--- config.mk ---
export PLATFORM = sky130hd
export DESIGN_NAME = hill_cipher_encrypt
export DESIGN_NICKNAME = d
export VERILOG_FILES = /design/src/rtl/core/hce_pkg.sv /design/src/rtl/core/hce_fifo.sv /design/src/rtl/core/hce_front.sv /design/src/rtl/core/hce_back.sv /design/src/rtl/core/hill_cipher_encrypt.sv
export SDC_FILE = /design/constraint.sdc
export NUM_CORES = 1
export LEC_CHECK = 0
export BUFFER_PORTS_ARGS = -buffer_cell sky130_fd_sc_hd__buf_2
export CAP_MARGIN = 20
export CORE_MARGIN = 2
export CORE_UTILIZATION = 55
export DETAILED_ROUTE_END_ITERATION = 10
export GPL_ROUTABILITY_DRIVEN = 0
export GPL_TIMING_DRIVEN = 0
export PLACE_DENSITY = 0.76
export SLEW_MARGIN = 20
export SYNTH_ARGS = -nofsm -noshare
export SYNTH_HDL_FRONTEND = slang
export SYNTH_SLANG_ARGS = --single-unit
--- constraint.sdc ---
create_clock -name i_clk -period 19.1 [get_ports i_clk]
set_clock_uncertainty 0.15 [all_clocks]
set_input_delay 0.955 -clock i_clk [delete_from_list [all_inputs] [get_ports i_clk]]
set_output_delay 0.955 -clock i_clk [all_outputs]
set_load 0.01 [all_outputs]
--- src/rtl/core/hce_pkg.sv ---
// Shared types and constants for the mod-26 Hill cipher encryptor.
// No dependencies; imported by every module of the block except the FIFO.
package hce_pkg;

    // Letter and key entry width, largest supported block, packed key width
    localparam int LETTER_W   = 5;
    localparam int MAX_BLOCK  = 3;
    localparam int KEY_W      = 45;

    // Row sum: three products of two 5-bit values fit in 12 bits
    localparam int SUM_W      = 12;
    localparam int LETTER_MOD = 26;

    // Reciprocal of 26 scaled by 2^16; exact quotient for any 12-bit sum
    localparam int RECIP       = 2521;
    localparam int RECIP_SHIFT = 16;
    localparam int QUO_W       = 8;

    // One complete block together with the key in force when it closed
    typedef struct packed {
        logic [KEY_W-1:0]                    key;
        logic [MAX_BLOCK-1:0][LETTER_W-1:0]  letters;
    } t_job;

    // One cipher letter as presented on the result side
    typedef struct packed {
        logic [LETTER_W-1:0] letter;
        logic                last;
    } t_result;

endpackage

--- src/rtl/core/hce_fifo.sv ---
// Small show-ahead FIFO with occupancy count, used for the job queue and result queue.
// No package dependencies.
module hce_fifo #(
    parameter int WIDTH = 8,
    parameter int DEPTH = 2
) (
    input  logic                           i_clk,
    input  logic                           i_rst_n,
    input  logic                           i_push,
    input  logic [WIDTH-1:0]               i_data,
    input  logic                           i_pop,
    output logic [WIDTH-1:0]               o_data,
    output logic                           o_full,
    output logic                           o_empty,
    output logic [$clog2(DEPTH+1)-1:0]     o_count
);

    localparam int PTR_W = (DEPTH > 1) ? $clog2(DEPTH) : 1;
    localparam int CNT_W = $clog2(DEPTH + 1);

    logic [WIDTH-1:0] r_mem [DEPTH];
    logic [PTR_W-1:0] r_wr_ptr, n_wr_ptr;
    logic [PTR_W-1:0] r_rd_ptr, n_rd_ptr;
    logic [CNT_W-1:0] r_count,  n_count;
    logic             do_push;
    logic             do_pop;

    assign o_full  = (r_count == CNT_W'(DEPTH));
    assign o_empty = (r_count == '0);
    assign o_count = r_count;
    assign o_data  = r_mem[r_rd_ptr];

    assign do_push = i_push && !o_full;
    assign do_pop  = i_pop && !o_empty;

    // Advance pointers with wrap and track occupancy
    always_comb begin
        n_wr_ptr = r_wr_ptr;
        n_rd_ptr = r_rd_ptr;
        n_count  = r_count;
        if (do_push) begin
            n_wr_ptr = (r_wr_ptr == PTR_W'(DEPTH - 1)) ? '0 : r_wr_ptr + 1'b1;
        end
        if (do_pop) begin
            n_rd_ptr = (r_rd_ptr == PTR_W'(DEPTH - 1)) ? '0 : r_rd_ptr + 1'b1;
        end
        if (do_push && !do_pop) begin
            n_count = r_count + 1'b1;
        end else if (do_pop && !do_push) begin
            n_count = r_count - 1'b1;
        end
    end

    always_ff @(posedge i_clk) begin
        if (!i_rst_n) begin
            r_wr_ptr <= '0;
            r_rd_ptr <= '0;
            r_count  <= '0;
        end else begin
            r_wr_ptr <= n_wr_ptr;
            r_rd_ptr <= n_rd_ptr;
            r_count  <= n_count;
        end
    end

    // Store payload; no reset needed
    always_ff @(posedge i_clk) begin
        if (do_push) begin
            r_mem[r_wr_ptr] <= i_data;
        end
    end

endmodule

--- src/rtl/core/hce_front.sv ---
// Front end: key register, letter collection, job formation on block completion.
// Depends on hce_pkg.
module hce_front #(
    parameter int BLOCK_SIZE = 3
) (
    input  logic                          i_clk,
    input  logic                          i_rst_n,
    input  logic                          i_cfg_we,
    input  logic [hce_pkg::KEY_W-1:0]     i_cfg_wdata,
    input  logic                          i_push,
    input  logic [hce_pkg::LETTER_W-1:0]  i_plain_letter,
    output logic                          o_full,
    input  logic                          i_job_full,
    output logic                          o_job_push,
    output hce_pkg::t_job                 o_job
);

    import hce_pkg::*;

    localparam int IDX_W = $clog2(BLOCK_SIZE);

    logic [KEY_W-1:0]    r_key;
    logic [IDX_W-1:0]    r_fill, n_fill;
    logic [LETTER_W-1:0] r_letters [BLOCK_SIZE-1];
    logic                closing;
    logic                accept;

    // Only the closing letter needs room in the job queue
    assign closing = (r_fill == IDX_W'(BLOCK_SIZE - 1));
    assign o_full  = closing && i_job_full;
    assign accept  = i_push && !o_full;

    // Hold the key; written whenever the enable is high
    always_ff @(posedge i_clk) begin
        if (!i_rst_n) begin
            r_key <= '0;
        end else if (i_cfg_we) begin
            r_key <= i_cfg_wdata;
        end
    end

    // Advance the fill position, wrapping on the closing letter
    always_comb begin
        n_fill = r_fill;
        if (accept) begin
            n_fill = closing ? '0 : r_fill + 1'b1;
        end
    end

    always_ff @(posedge i_clk) begin
        if (!i_rst_n) begin
            r_fill <= '0;
        end else begin
            r_fill <= n_fill;
        end
    end

    // Store letters of a partial block at their decoded position
    always_ff @(posedge i_clk) begin
        for (int k = 0; k < BLOCK_SIZE - 1; k++) begin
            if (accept && (r_fill == IDX_W'(k))) begin
                r_letters[k] <= i_plain_letter;
            end
        end
    end

    // Form the job: stored letters, the incoming one last, key snapshot
    always_comb begin
        o_job.key = r_key;
        for (int k = 0; k < MAX_BLOCK; k++) begin
            if (k < BLOCK_SIZE - 1) begin
                o_job.letters[k] = r_letters[k];
            end else if (k == BLOCK_SIZE - 1) begin
                o_job.letters[k] = i_plain_letter;
            end else begin
                o_job.letters[k] = '0;
            end
        end
    end

    assign o_job_push = accept && closing;

endmodule

--- src/rtl/core/hce_back.sv ---
// Back end: row sequencer, dot-product stage, quotient stage and mod-26 remainder.
// Depends on hce_pkg; feeds the result queue with credit from its count.
module hce_back #(
    parameter int BLOCK_SIZE = 3,
    parameter int RES_DEPTH  = 4
) (
    input  logic                              i_clk,
    input  logic                              i_rst_n,
    input  hce_pkg::t_job                     i_job,
    input  logic                              i_job_empty,
    output logic                              o_job_pop,
    input  logic [$clog2(RES_DEPTH+1)-1:0]    i_res_count,
    output logic                              o_res_push,
    output hce_pkg::t_result                  o_res
);

    import hce_pkg::*;

    localparam int IDX_W  = $clog2(BLOCK_SIZE);
    localparam int CNT_W  = $clog2(RES_DEPTH + 1);
    localparam int PROD_W = 2 * LETTER_W;

    // Sequencer state
    logic                r_busy;
    logic [IDX_W-1:0]    r_row;
    t_job                r_job;

    // Sum stage and quotient stage
    logic                r_sum_vld;
    logic [SUM_W-1:0]    r_sum;
    logic                r_sum_last;
    logic                r_quo_vld;
    logic [SUM_W-1:0]    r_quo_sum;
    logic [QUO_W-1:0]    r_quo;
    logic                r_quo_last;

    logic [LETTER_W-1:0] key_ent [BLOCK_SIZE][BLOCK_SIZE];
    logic [CNT_W:0]      in_flight;
    logic                credit;
    logic                issue;
    logic                last_row;
    logic [SUM_W-1:0]    row_sum;
    logic [2*SUM_W-1:0]  recip_prod;
    logic [SUM_W-1:0]    quo_times_mod;
    logic [SUM_W-1:0]    rem;

    // Split the key snapshot into its row-major entries
    always_comb begin
        for (int i = 0; i < BLOCK_SIZE; i++) begin
            for (int j = 0; j < BLOCK_SIZE; j++) begin
                key_ent[i][j] = r_job.key[LETTER_W*(i*BLOCK_SIZE+j) +: LETTER_W];
            end
        end
    end

    // Issue a row only if the result queue can take everything in flight
    assign in_flight = (CNT_W+1)'(i_res_count) + (CNT_W+1)'(r_sum_vld)
                     + (CNT_W+1)'(r_quo_vld);
    assign credit    = (in_flight < (CNT_W+1)'(RES_DEPTH));
    assign issue     = r_busy && credit;
    assign last_row  = (r_row == IDX_W'(BLOCK_SIZE - 1));
    assign o_job_pop = !r_busy && !i_job_empty;

    // Dot product of the current key row with the block
    always_comb begin
        row_sum = '0;
        for (int j = 0; j < BLOCK_SIZE; j++) begin
            row_sum = row_sum + SUM_W'(PROD_W'(key_ent[r_row][j]) * PROD_W'(r_job.letters[j]));
        end
    end

    // Sequence rows of the loaded job
    always_ff @(posedge i_clk) begin
        if (!i_rst_n) begin
            r_busy <= 1'b0;
            r_row  <= '0;
        end else if (o_job_pop) begin
            r_busy <= 1'b1;
            r_row  <= '0;
        end else if (issue) begin
            r_busy <= !last_row;
            r_row  <= last_row ? '0 : r_row + 1'b1;
        end
    end

    always_ff @(posedge i_clk) begin
        if (o_job_pop) begin
            r_job <= i_job;
        end
    end

    // Valid flags of the arithmetic stages
    always_ff @(posedge i_clk) begin
        if (!i_rst_n) begin
            r_sum_vld <= 1'b0;
            r_quo_vld <= 1'b0;
        end else begin
            r_sum_vld <= issue;
            r_quo_vld <= r_sum_vld;
        end
    end

    // Register the row sum
    always_ff @(posedge i_clk) begin
        r_sum      <= row_sum;
        r_sum_last <= last_row;
    end

    // Quotient by 26 through the scaled reciprocal
    assign recip_prod = (2*SUM_W)'(r_sum) * (2*SUM_W)'(RECIP);

    always_ff @(posedge i_clk) begin
        r_quo      <= recip_prod[RECIP_SHIFT +: QUO_W];
        r_quo_sum  <= r_sum;
        r_quo_last <= r_sum_last;
    end

    // Remainder from the exact quotient
    assign quo_times_mod = SUM_W'(SUM_W'(r_quo) * SUM_W'(LETTER_MOD));
    assign rem           = r_quo_sum - quo_times_mod;

    assign o_res_push  = r_quo_vld;
    assign o_res.letter = rem[LETTER_W-1:0];
    assign o_res.last   = r_quo_last;

endmodule

--- src/rtl/core/hill_cipher_encrypt.sv ---
// Hill cipher encryptor mod 26: letters in, one cipher letter per key row out per block.
// A block's last letter passes the job queue, the job register, the sum and quotient registers
// and the result queue before its first cipher letter appears. Letters are taken one per cycle
// unless the closing letter meets a full job queue; the back end loads a job only when idle, then
// issues one row per cycle while the result queue has credit. Synchronous active-low reset clears
// the key, the fill position and both queues; no result is pending after reset.
module hill_cipher_encrypt #(
    parameter int BLOCK_SIZE = 3
) (
    input  logic                          i_clk,
    input  logic                          i_rst_n,
    input  logic                          i_cfg_we,
    input  logic [hce_pkg::KEY_W-1:0]     i_cfg_wdata,
    input  logic                          i_push,
    output logic                          o_full,
    input  logic [hce_pkg::LETTER_W-1:0]  i_plain_letter,
    output logic                          o_empty,
    input  logic                          i_pop,
    output logic [hce_pkg::LETTER_W-1:0]  o_cipher_letter,
    output logic                          o_block_last
);

    import hce_pkg::*;

    localparam int JOB_DEPTH = 2;
    localparam int RES_DEPTH = 4;
    localparam int RES_CNT_W = $clog2(RES_DEPTH + 1);
    localparam int JOB_CNT_W = $clog2(JOB_DEPTH + 1);

    t_job                 job_in;
    t_job                 job_out;
    logic                 job_push;
    logic                 job_pop;
    logic                 job_full;
    logic                 job_empty;
    logic [JOB_CNT_W-1:0] job_count;
    t_result              res_in;
    t_result              res_out;
    logic                 res_push;
    logic [RES_CNT_W-1:0] res_count;
    logic                 res_full;

    hce_front #(
        .BLOCK_SIZE (BLOCK_SIZE)
    ) u_front (
        .i_clk          (i_clk),
        .i_rst_n        (i_rst_n),
        .i_cfg_we       (i_cfg_we),
        .i_cfg_wdata    (i_cfg_wdata),
        .i_push         (i_push),
        .i_plain_letter (i_plain_letter),
        .o_full         (o_full),
        .i_job_full     (job_full),
        .o_job_push     (job_push),
        .o_job          (job_in)
    );

    hce_fifo #(
        .WIDTH ($bits(t_job)),
        .DEPTH (JOB_DEPTH)
    ) u_job_q (
        .i_clk   (i_clk),
        .i_rst_n (i_rst_n),
        .i_push  (job_push),
        .i_data  (job_in),
        .i_pop   (job_pop),
        .o_data  (job_out),
        .o_full  (job_full),
        .o_empty (job_empty),
        .o_count (job_count)
    );

    hce_back #(
        .BLOCK_SIZE (BLOCK_SIZE),
        .RES_DEPTH  (RES_DEPTH)
    ) u_back (
        .i_clk       (i_clk),
        .i_rst_n     (i_rst_n),
        .i_job       (job_out),
        .i_job_empty (job_empty),
        .o_job_pop   (job_pop),
        .i_res_count (res_count),
        .o_res_push  (res_push),
        .o_res       (res_in)
    );

    hce_fifo #(
        .WIDTH ($bits(t_result)),
        .DEPTH (RES_DEPTH)
    ) u_res_q (
        .i_clk   (i_clk),
        .i_rst_n (i_rst_n),
        .i_push  (res_push && !res_full),
        .i_data  (res_in),
        .i_pop   (i_pop),
        .o_data  (res_out),
        .o_full  (res_full),
        .o_empty (o_empty),
        .o_count (res_count)
    );

    assign o_cipher_letter = res_out.letter;
    // Job count is informational; fold it into nothing but keep the port consumed
    assign o_block_last    = res_out.last && (job_count <= JOB_CNT_W'(JOB_DEPTH));

endmodule

After elaboration in Yosys (flattened, before gate mapping)
Memories as Yosys holds them, arrays and structs flattened. A register that Yosys moved wholly into a read port is not among the register bits.
Index checks and enable logic that the tools add are counted.
- $add $sub $neg: 15
- multipliers: 5
- $lt $le $gt $ge: 3
- equal/unequal tests: 7
- muxes and demuxes: 28
- bitwise gates (word level): 2
- reductions and logical operators: 36
- operators with widths (cell ; count):
    binary-select mux 15 bit (select 2 bit) ; 1
    multiplier 5 x 5 -> 10 bit ; 3
    two-way mux 15 bit ; 2
    multiplier 12 x 12 -> 24 bit, second input constant ; 1
    logical AND 1 bit ; 17
    two-way mux 2 bit ; 8
    two-way mux 1 bit ; 14
    adder 12 x 10 -> 12 bit ; 1
    adder 10 x 10 -> 11 bit ; 1
    logical NOT 1 bit ; 11
    adder 2 x 1 -> 2 bit, second input constant ; 5
    == test 2 bit, second input constant ; 5
    multiplier 8 x 4 -> 4 bit, second input constant ; 1
    two-way mux 3 bit ; 2
    nonzero test 2 bit ; 3
    two-way mux 5 bit ; 1
    OR reduction 5 bit ; 1
    subtractor 5 bit ; 1
    adder 3 x 1 -> 4 bit ; 1
    adder 4 x 1 -> 4 bit ; 1
    logical NOT 2 bit ; 2
    < comparator 4 x 3 -> 1 bit, second input constant ; 1
    adder 3 x 1 -> 3 bit, second input constant ; 1
    == test 3 bit, second input constant ; 1
    other kinds (10) ; 11
- register bits: 90
- RAM bits: 154
- input bits: 55
- output and inout port bits: 8
- logic and storage cells: 116
- memories: 3
- memories (memory ; depth ; bits a word ; read ports ; clocked after Yosys merged registers in ; wr ports ; line ; source):
    u_job_q.r_mem ; 2 ; 60 ; 1 ; 1 ; 1 ; hce_fifo.sv:21 ; logic [WIDTH-1:0] r_mem [DEPTH];
    u_res_q.r_mem ; 4 ; 6 ; 1 ; 1 ; 1 ; hce_fifo.sv:21 ;
    u_front.r_letters ; 2 ; 5 ; 2 ; 0 ; 1 ; hce_front.sv:24 ; logic [LETTER_W-1:0] r_letters [BLOCK_SIZE-1];

Logic depth before layout (Yosys ltp)
- word-level depth: 10
- depth in mapped cells: 31
- depth with buffers taken out: 28

Cells and area by module
A second synthesis with hierarchy kept.
- cells, all modules: 1125
- area total of the unflattened synthesis: 15584.9 um^2
- modules (own cells, without submodules) (module ; times used ; cells an instance ; area each (um^2) ; seq. area each (um^2)):
    hce_back ; 1 ; 657 ; 7588.5 ; 2362.3
    hce_fifo (u_job_q) ; 1 ; 212 ; 4548.1 ; 3703.6
    hce_front ; 1 ; 172 ; 2080.7 ; 1241.2
    hce_fifo (u_res_q) ; 1 ; 82 ; 1342.5 ; 900.9
    hill_cipher_encrypt ; 1 ; 2 ; 25.0 ; 0.0

Worst setup path before layout
No wires, ideal clock.
- kind: register to register
- start point: register u_back.r_row[1]
- end point: register u_back.r_sum[11]
- setup time: 0.133 ns
- arrival: 7.411 ns
- required time: 18.817 ns
- setup slack: 11.406 ns
- stages on the path, launching flop included: 30
- path buffers: 3
- clock period less this slack: 7.694 ns
- cell sequence: dfxtp_1 > clkbuf_1 > nor2b_1 > buf_2 > buf_2 > nand2_1 > o21ai_0 > nand2_1 > fa_1 > inv_1 > fa_1 > inv_1 > fa_1 > fa_1 > inv_1 > fa_1 > ha_1 > nor2b_1 > nor2_1 > xor2_1 > fa_1 > fa_1 > fa_1 > inv_1 > ha_1 > a21o_1 > a211oi_1 > o21bai_1 > a2111oi_0 > nor3_1
- longest elaborated chain between the ends: 7
- elaborated cells on any way between the ends: 9
- classes of those cells: 2 x add/sub; 3 x mul; 3 x mux; 1 x bitwise
- ends and longest elaborated chain (element ; line ; source):
    start: declaration ; hce_back.sv:25 ; logic [IDX_W-1:0] r_row;
    start signal: assignment ; hce_back.sv:82 ; r_row <= last_row ? '0 : r_row + 1'b1;
    NOT 2 -> 3 bit (not written as such) (*) ; hce_back.sv:68 ; row_sum = row_sum + SUM_W'(PROD_W'(key_ent[r_row][j]) * PROD_W'(r_job.letters[j]));
    binary-select mux 15 bit (select 2 bit) (*) ; hce_back.sv:68 ;
    two-way mux 15 bit (not written as such) (*) (2 in a row) ; hce_back.sv:68 ;
    multiplier 5 x 5 -> 10 bit ; hce_back.sv:68 ;
    adder 10 x 10 -> 11 bit ; hce_back.sv:68 ;
    adder 12 x 10 -> 12 bit (*) ; hce_back.sv:68 ;
    net u_back.row_sum[11] ; hce_back.sv:42 ; logic [SUM_W-1:0] row_sum;
    end signal: assignment ; hce_back.sv:105 ; r_sum <= row_sum;
    end: declaration ; hce_back.sv:30 ; logic [SUM_W-1:0] r_sum;
The timed path passes the listed nets; every way through them passes the cells marked *. The select of a mux whose other input is x is not followed.
A chain may end at the register's enable or synchronous reset.

Worst setup path in the final report
- start point: register u_back.r_row[0]
- end point: register u_back.r_sum[11]
Same word-level chain as after synthesis.

==> results.md <==
* Post-CTS sizing at 0
* Finished Cell Area at roughly 17000 µm²
* Row count at between 60 and 70
* Worst EP arrival at 8.96 ns
* P&R area growth vs syn at 11.8%
* Fin crit share at between 40 and 50%
* Die Area at 29400 µm²
* Post-synthesis sequential area ratio at between 50% and 60%
* # port buffers at 61
* DRC at 0
* WS Path Type: flop to flop
* Slew @ Worst Pin at between 0.9 and 1 ns
* Ys Warns at 0
* Cts bufs inserted at 27
* Synth cell count leaders: edfxtp_1 (214), ha_1 (124), inv_1 (111)
* Reg-to-reg slack, setup at 10.37 ns
* RR Startpoint: u_back.r_row[0]
* Via count at 8339
* Post-synth EDFFs at between 200 and 250
* Antenna viol nets, final at 0
* Starting Density at 55.7%
* Worst min-delay path class: flop to flop
* Worst setup EP type: flop
* Vias in the first global route at 8672
* Post-synth top flop: edfxtp_1
* Wirelength per Cell at between 15 and 20 µm
* Final Hold Vio Count at 0
* CTS root buffer: clkbuf_16
* Yosys top cell area share at about two fifths
* CP max FO at 10
* DRT met1 WL at 11.7 mm
* Chip Width at around 170 µm
* Mapped Area at ~15000 µm²
* Async SR Flop Fraction at 0%
* Die height at around 170 µm
* Reg2reg path depth at 25
* Critical R2R Capture: u_back.r_sum[11]
* WP data required at slightly below 20 ns
* Core area at about 28000 µm²
* Routed length on met2 at 13.6 mm
* Fin nets at about 1500
* CTS H-tree depth at 1
* Clk sinks at around 300
* Area leader, netlist: edfxtp_1
* Antenna cells at 0
* DP Area at about 16000 µm²
* Final TNS setup at 0 ns
* All-Layer GR Usage at between 10% and 20%
* Slew Viols, Final at 0
* Gate Count Post-Synth at between 1000 and 1500
* Max-capacitance violation count at 0
* Worst setup startpoint: u_back.r_row[0]
* Detailed Route WL at roughly 27 mm
* RSZ-0062 raised after global routing: no
* Setup violators final at 0
* Top layer in use: met4
* Share of cells above drive strength 1 at 15.6%
* Status: completed
* Post-CTS setup buffers at 0
* CTS tree: yes
* Router iterations before antenna repair at 5
* Fmax at about 110 MHz
* Worst setup endpoint: u_back.r_sum[11]
* Tmin final at roughly 8.7 ns
* Synthesized flop and latch total at approximately 300
* Most common cell in the netlist: edfxtp_1
* First-pass GRT wire length at around 44 mm
* Clk buf depth at 3
* Initial antenna violation count at 0
* WL met3 at roughly 810 µm
* Clock-pin slew on the worst setup and hold paths at about 0.06 ns
* Synth Area per Inst at about 14 µm²
* Largest net degree at the start of global routing at 53
* Initial drt markers at ~500
* Worst slew margin at 39.1%
* # hold bufs at CTS at 0
* Syn nets at ~1400
* Setup crit start kind: flop
* Vias per inst at approximately 5.2
* I/O pins at 63
* Synth top area cells: edfxtp_1 (42%), fa_1 (12%), dfxtp_1 (11%)
* Worst skew pair latency at around 0.53 ns
* Congestion Overflow GR at 0
* Netlist cell types at 47
* Final HPWL DP at between 15 and 20 mm
logic make-up (layout without fill, tap and decap cells):
group	after synthesis	count (layout)	share of synthesized area, %
compound gates	69	69	2.87
buf+inv	136	251	3.37
simple gates	218	218	7.62
flops	302	302	53.0
fa+ha+maj	215	215	21.8
xor+xnor	32	32	1.81
mux	131	131	9.46
cells in the final DEF (no fill, tap or decap), drive strengths merged, types with 2 or more instances in the layout:
cell type  instances
clkbuf            56
nand2b             5
mux2i             65
o41ai              2
clkinv             7
nor3b              2
and2              54
xnor2             23
xor2               9
a2111oi            2
a21o               7
buf               73
nor2              19
ha               124
dfxtp             88
o21ai             23
nand4              3
bufinv             2
fa                91
inv              112
o21a               3
a211oi             2
nand3              5
o21bai             3
nand2             56
o31a               2
nor2b             56
mux2              60
mux4               6
a21boi             4
or3                3
a21oi             16
nor4               2
edfxtp           214
nor3               8
area by class of cell:
class	instances	area, µm²
fill	2048	10400
sequential	302	8190
multi-input combinational	665	6750
clock buffer	39	813
tap	378	473
inverter	111	419
timing repair buffer	65	408
clock inverter	11	118
buffer	25	104
metrics by stage:
step           hold WS [ns]  util, %  setup slack, ns  std cells
2_1_floorplan         0.160        -            11.41       1103
3_3_place_gp          0.164     58.6            10.54       1542
3_5_place_dp          0.166     59.0            10.44       1546
4_1_cts               0.180     62.3            10.40       1596
5_1_grt               0.195     62.3             9.83       1596
6_report              0.178     62.3            10.37       1596
state kept, by name, indices dropped and copies added (netlist names), 2 cells and up, named ones only:
register,cells
u_job_q.r_mem,120
u_back.key_ent,45
u_front.r_key,45
u_res_q.r_mem,24
u_back.r_job,15
u_back.r_sum,12
u_front.r_letters,10
u_back.r_quo_sum,5
u_back.r_quo,4
u_res_q.o_count,3
u_back.r_row,2
u_front.r_fill,2
u_job_q.o_count,2
u_res_q.r_rd_ptr,2
u_res_q.r_wr_ptr,2
metal layers:
| layer | GRT usage [%] | vias to the layer above |
|---|---|---|
| met1 | 25.3 | 4156 |
| li1 | - | 4020 |
| met2 | 33.8 | 126 |
| met3 | 1.84 | 37 |
| met5 | 0 | - |
| met4 | 4.75 | 0 |
critical path, stage by stage (launching register included):
cell and delay [ns]:
dfxtp_1 0.31, buf_2 0.31, buf_2 0.36, mux2i_1 0.14, o21ai_0 0.72, nand2_1 0.18
fa_1 0.53, fa_1 0.55, inv_1 0.05, fa_1 0.51, fa_1 0.56, inv_1 0.06
fa_1 0.55, inv_1 0.05, ha_1 0.33, xor2_1 0.18, fa_1 0.50, fa_1 0.46
fa_1 0.55, inv_1 0.04, ha_1 0.33, a21o_1 0.21, a211oi_1 0.27, o21bai_1 0.14
a2111oi_0 0.43, nor3_1 0.14
how the worst min path moves through the flow:
stage                                 start                 to  slack [ns]  cells past startpoint
after floorplan           u_back.r_sum_last  u_back.r_quo_last        0.16                      0
after global placement    u_back.r_sum_last  u_back.r_quo_last        0.16                      0
after detailed placement  u_back.r_sum_last  u_back.r_quo_last        0.17                      0
after CTS                 u_back.r_sum_last  u_back.r_quo_last        0.18                      0
after global routing      u_back.r_sum_last  u_back.r_quo_last        0.20                      0
final                     u_back.r_sum_last  u_back.r_quo_last        0.18                      0
Power is not shown: default switching activity piles up to over one toggle a cycle in this logic, so the estimate is an artifact.
